--- src/rtl/core/srng_ram.sv ---
`timescale 1ns / 1ps

module srng_ram #(
   parameter int WIDTH = 31,
   parameter int DEPTH = 56
) (
   input  logic                     clock,
   input  logic                     wr_en,
   input  logic [$clog2(DEPTH)-1:0] wr_addr,
   input  logic [WIDTH-1:0]         wr_data,
   input  logic [$clog2(DEPTH)-1:0] rd_addr_a,
   output logic [WIDTH-1:0]         rd_data_a,
   input  logic [$clog2(DEPTH)-1:0] rd_addr_b,
   output logic [WIDTH-1:0]         rd_data_b
);

   logic [WIDTH-1:0] mem_ff [DEPTH];
   logic [WIDTH-1:0] rd_a_ff;
   logic [WIDTH-1:0] rd_b_ff;

   always_ff @(posedge clock) begin
      if (wr_en) begin
         mem_ff[wr_addr] <= wr_data;
      end
      rd_a_ff <= mem_ff[rd_addr_a];
      rd_b_ff <= mem_ff[rd_addr_b];
   end

   assign rd_data_a = rd_a_ff;
   assign rd_data_b = rd_b_ff;

endmodule

--- config.mk ---
export PLATFORM = sky130hd
export DESIGN_NAME = srng_ram
export DESIGN_NICKNAME = d
export VERILOG_FILES = /design/src/rtl/core/srng_ram.sv
export SDC_FILE = /design/constraint.sdc
export NUM_CORES = 2
export LEC_CHECK = 0
export BUFFER_PORTS_ARGS = -buffer_cell sky130_fd_sc_hd__buf_2
export CORE_MARGIN = 1
export CORE_UTILIZATION = 36
export DETAILED_ROUTE_END_ITERATION = 12
export GPL_ROUTABILITY_DRIVEN = 0
export PLACE_DENSITY = 0.58
export RECOVER_POWER = 25
export SYNTH_ARGS = -nofsm -noshare
export SYNTH_HDL_FRONTEND = slang
export SYNTH_SLANG_ARGS = --single-unit
--- constraint.sdc ---
create_clock -name clock -period 3.3 [get_ports clock]
set_clock_uncertainty 0.1 [all_clocks]
set_input_delay 0.33 -clock clock [delete_from_list [all_inputs] [get_ports clock]]
set_output_delay 0.33 -clock clock [all_outputs]
set_load 0.02 [all_outputs]
==> out/metrics.yaml <==
drt-met1-wl_mm: 104
grt_pass1_wl_mm: 368
track_usage: 0.230
vias: 46900
slew_headroom: -0.747
ant_nets: 0
setup_tns_ns: 0
status: "finished, violations left"
path_max_fanout: 12
worstHoldPathCells: 3
top_layer_used: "met5"
met2_length_mm: 127
cts_tree: "built"
switchingPower_uw: 11800
r2r-start: "mem_ff[16][14]"
ios: 113
finalCriticalPeriod_ns: 2.34
critPathArrivalTime_ns: 2.94
synth.avg_cell_area_um2: 19.6
synth_largest_area_cell: "edfxtp_1"
finalPower_uw: 51100
yosys_warnings: 0
synthTopCellsByArea: "edfxtp_1 64%, mux4_2 21%, mux2i_1 3.4%"
grt_max_degree: 64
syn_nets: 4201
crit_slowest_cell: "and3_1"
irDropWorstVdd_uv: 500
start_util: 0.364
cts.sinks: 1798
synth-edff-count: 1736
antenna_found_initial: 26
yosysSeqAreaShare: 0.658
root_buffer: "clkbuf_16"
hpwl_mm: 159
switching_share: 0.232
required_ns: 3.89
grt_pass1_vias: 47000
clk_pin_slew_ns: 0.06
crit_chain: "buf_2 > nor2b_4 > and3_1 > a21oi_1 > o2111ai_1 > a21oi_1"
layout.nets: 4484
synth_area_um2: 81200
rrSetupSlack_ns: 1.08
hp-class: "input pin to register"
first_pass_iters: 5
routed_wl_mm: 265
syn_inst: 4150
ys_ff_latch: 1798
rsz0062_at_grt: "false"
worstRegToRegCells: 5
rows: 173
drc: 0
route.met3.wl_mm: 24.0
slowest_delay_ns: 0.74
fmax_mhz: 427
numCtsBuffers: 192
worst-path-buf-inv: 1
clockPowerShare: 0.416
netlist.area_leader.share: 0.642
path_delay_family: "simple AND/OR/NAND/NOR gates"
synthTopCellsByCount: "1,736 x edfxtp_1, 740 x mux4_2, 277 x mux2i_1"
synth_ff_type: "edfxtp_1"
setup_viol: 0
drv_cap: 22
slew_violations: 1238
clkLatencyLatePin_ns: 0.85
core_um2: 223000
io_buffer_count: 112
dieArea_um2: 227000
synthToLayoutAreaGrowth_pct: 15.8
r2r-end: "rd_data_b[14]"
power_density_nw_per_um2: 544
clockBufferDepth: 3
endpoint_kind: "register"
h-tree-depth: 4
hold_violations: 0
nFillCells: 19400
synth_cell_type_count: 51
p_int_uw: 39300
p_leak_uw: 0.0298
worst_slew_pin_slew_ns: 2.62
criticalPathCategory: "input pin to register"
wl_per_cell_um: 34.9
power_frac_seq: 0.499
post_cts_buffers: 0
async_flop_share: 0
avgViaCountPerCell: 6.18
combinationalPowerShare: 0.085
hold_path.startpoint: "wr_addr[1]"
grt-ovfl-total: 0
crit_path_frequent_cell: "a21oi_1"
synth_most_common_cell: "edfxtp_1"
finalCritPeriodShare: 0.711
crit_path_start_kind: "input pin"
violations: "max-capacitance violations, max-slew violations"
drtIter0Drc: 5900
min_to: "mem_ff[46][16]"
die_w_um: 477
drive_gt1_frac: 0.336
die_h_um: 477
[worst min-delay path: cells and delay by family]
family | cells | cell delay [ns]
buffers and inverters | 1 | 0.13
AND/OR/NAND/NOR | 2 | 0.36
[flip-flops by register name, indices dropped and copies added, names as in the netlist]
name       count
rd_data_a     31
rd_data_b     31
mem_ff      1736
[layout make-up]
| cell class | instances | area, um^2 | area share |
|---|---|---|---|
| Multi-Input combinational cell | 2018 | 26400 | 0.281 |
| Antenna cell | 16 | 40.0 | 0.000426 |
| Sequential cell | 1798 | 53400 | 0.568 |
| Tap cell | 2975 | 3720 | 0.0396 |
| Clock buffer | 262 | 5210 | 0.0554 |
| Timing Repair Buffer | 423 | 4280 | 0.0456 |
| Clock inverter | 95 | 946 | 0.0101 |
[cells by family (layout without fill, tap and decap cells)]
logic type,count (synthesis),count (layout),share of synthesized area
other cells,0,16,0
flops,1798,1798,0.658
mux,1061,1061,0.246
compound gates,556,556,0.0508
simple gates,401,401,0.0233
buf+inv,334,780,0.0227
[cell usage in the layout (no fill, tap or decap), drive strengths merged, types with 25 or more instances in the layout]
| cell type | Yosys | routed |
|---|---|---|
| edfxtp | 1736 | 1736 |
| mux4 | 740 | 740 |
| buf | 235 | 399 |
| clkbuf | 99 | 284 |
| mux2i | 277 | 277 |
| o22ai | 188 | 188 |
| nand2 | 126 | 126 |
| nor2 | 124 | 124 |
| a22oi | 92 | 92 |
| clkinv | 0 | 71 |
| a211oi | 68 | 68 |
| dfxtp | 62 | 62 |
| a22o | 49 | 49 |
| a21oi | 49 | 49 |
| nand3 | 48 | 48 |
| mux2 | 44 | 44 |
| nor2b | 30 | 30 |
| nor3 | 26 | 26 |
| o221ai | 25 | 25 |
[power groups by stage]
stage	clock network (uW)	logic [uW]	registers, uW
after global routing	22400	4530	25500
after floorplan	0	2320	26000
after global placement	0	4300	26000
after detailed placement	0	4320	26000
final	21300	4340	25500
after CTS	21600	4330	25500
[repair_timing]
| action | 4_1_cts | 5_1_grt |
|---|---|---|
| endpoints found under the setup margin | 0 | 0 |
| gates resized for setup | 0 | 0 |
| hold buffers | 2 | 0 |
| hold endpoints to repair | 31 | 0 |
[worst max-delay path by stage]
stage | startpoint | end | slack, ns | cells past startpoint
2_1_floorplan | wr_addr[3] | mem_ff[10][0] | 0.33 | 4
3_3_place_gp | rd_addr_b[0] | rd_data_b[14] | 0.19 | 8
3_5_place_dp | rd_addr_b[3] | rd_data_b[14] | 0.18 | 6
4_1_cts | rd_data_a[29] | rd_data_a[29] | 1.01 | 1
5_1_grt | rd_addr_b[0] | rd_data_b[14] | 0.91 | 8
6_report | rd_addr_b[3] | rd_data_b[14] | 0.96 | 6
[stage by stage]
step                setup slack [ns]  instances  hold slack (ns)  instance area [um^2]  utilization
floorplan                      0.326       4150            0.329                 81200            -
detailed placement             0.183       7212            0.646                 87800        0.393
global placement               0.189       7212            0.646                 87800        0.393
global route                   0.913       7580           0.0698                 94000        0.421
finish                         0.955       7587           0.0877                 94000        0.421
CTS                             1.01       7571           0.0456                 94000        0.421
[layer usage]
metal  vias to the layer above  global-route usage
li1                      18500                   -
met1                     25400               0.315
met2                      2487               0.370
met3                       428              0.0396
met4                         4              0.0826
met5                         -                   0
Power figures use the tool's default switching activity.
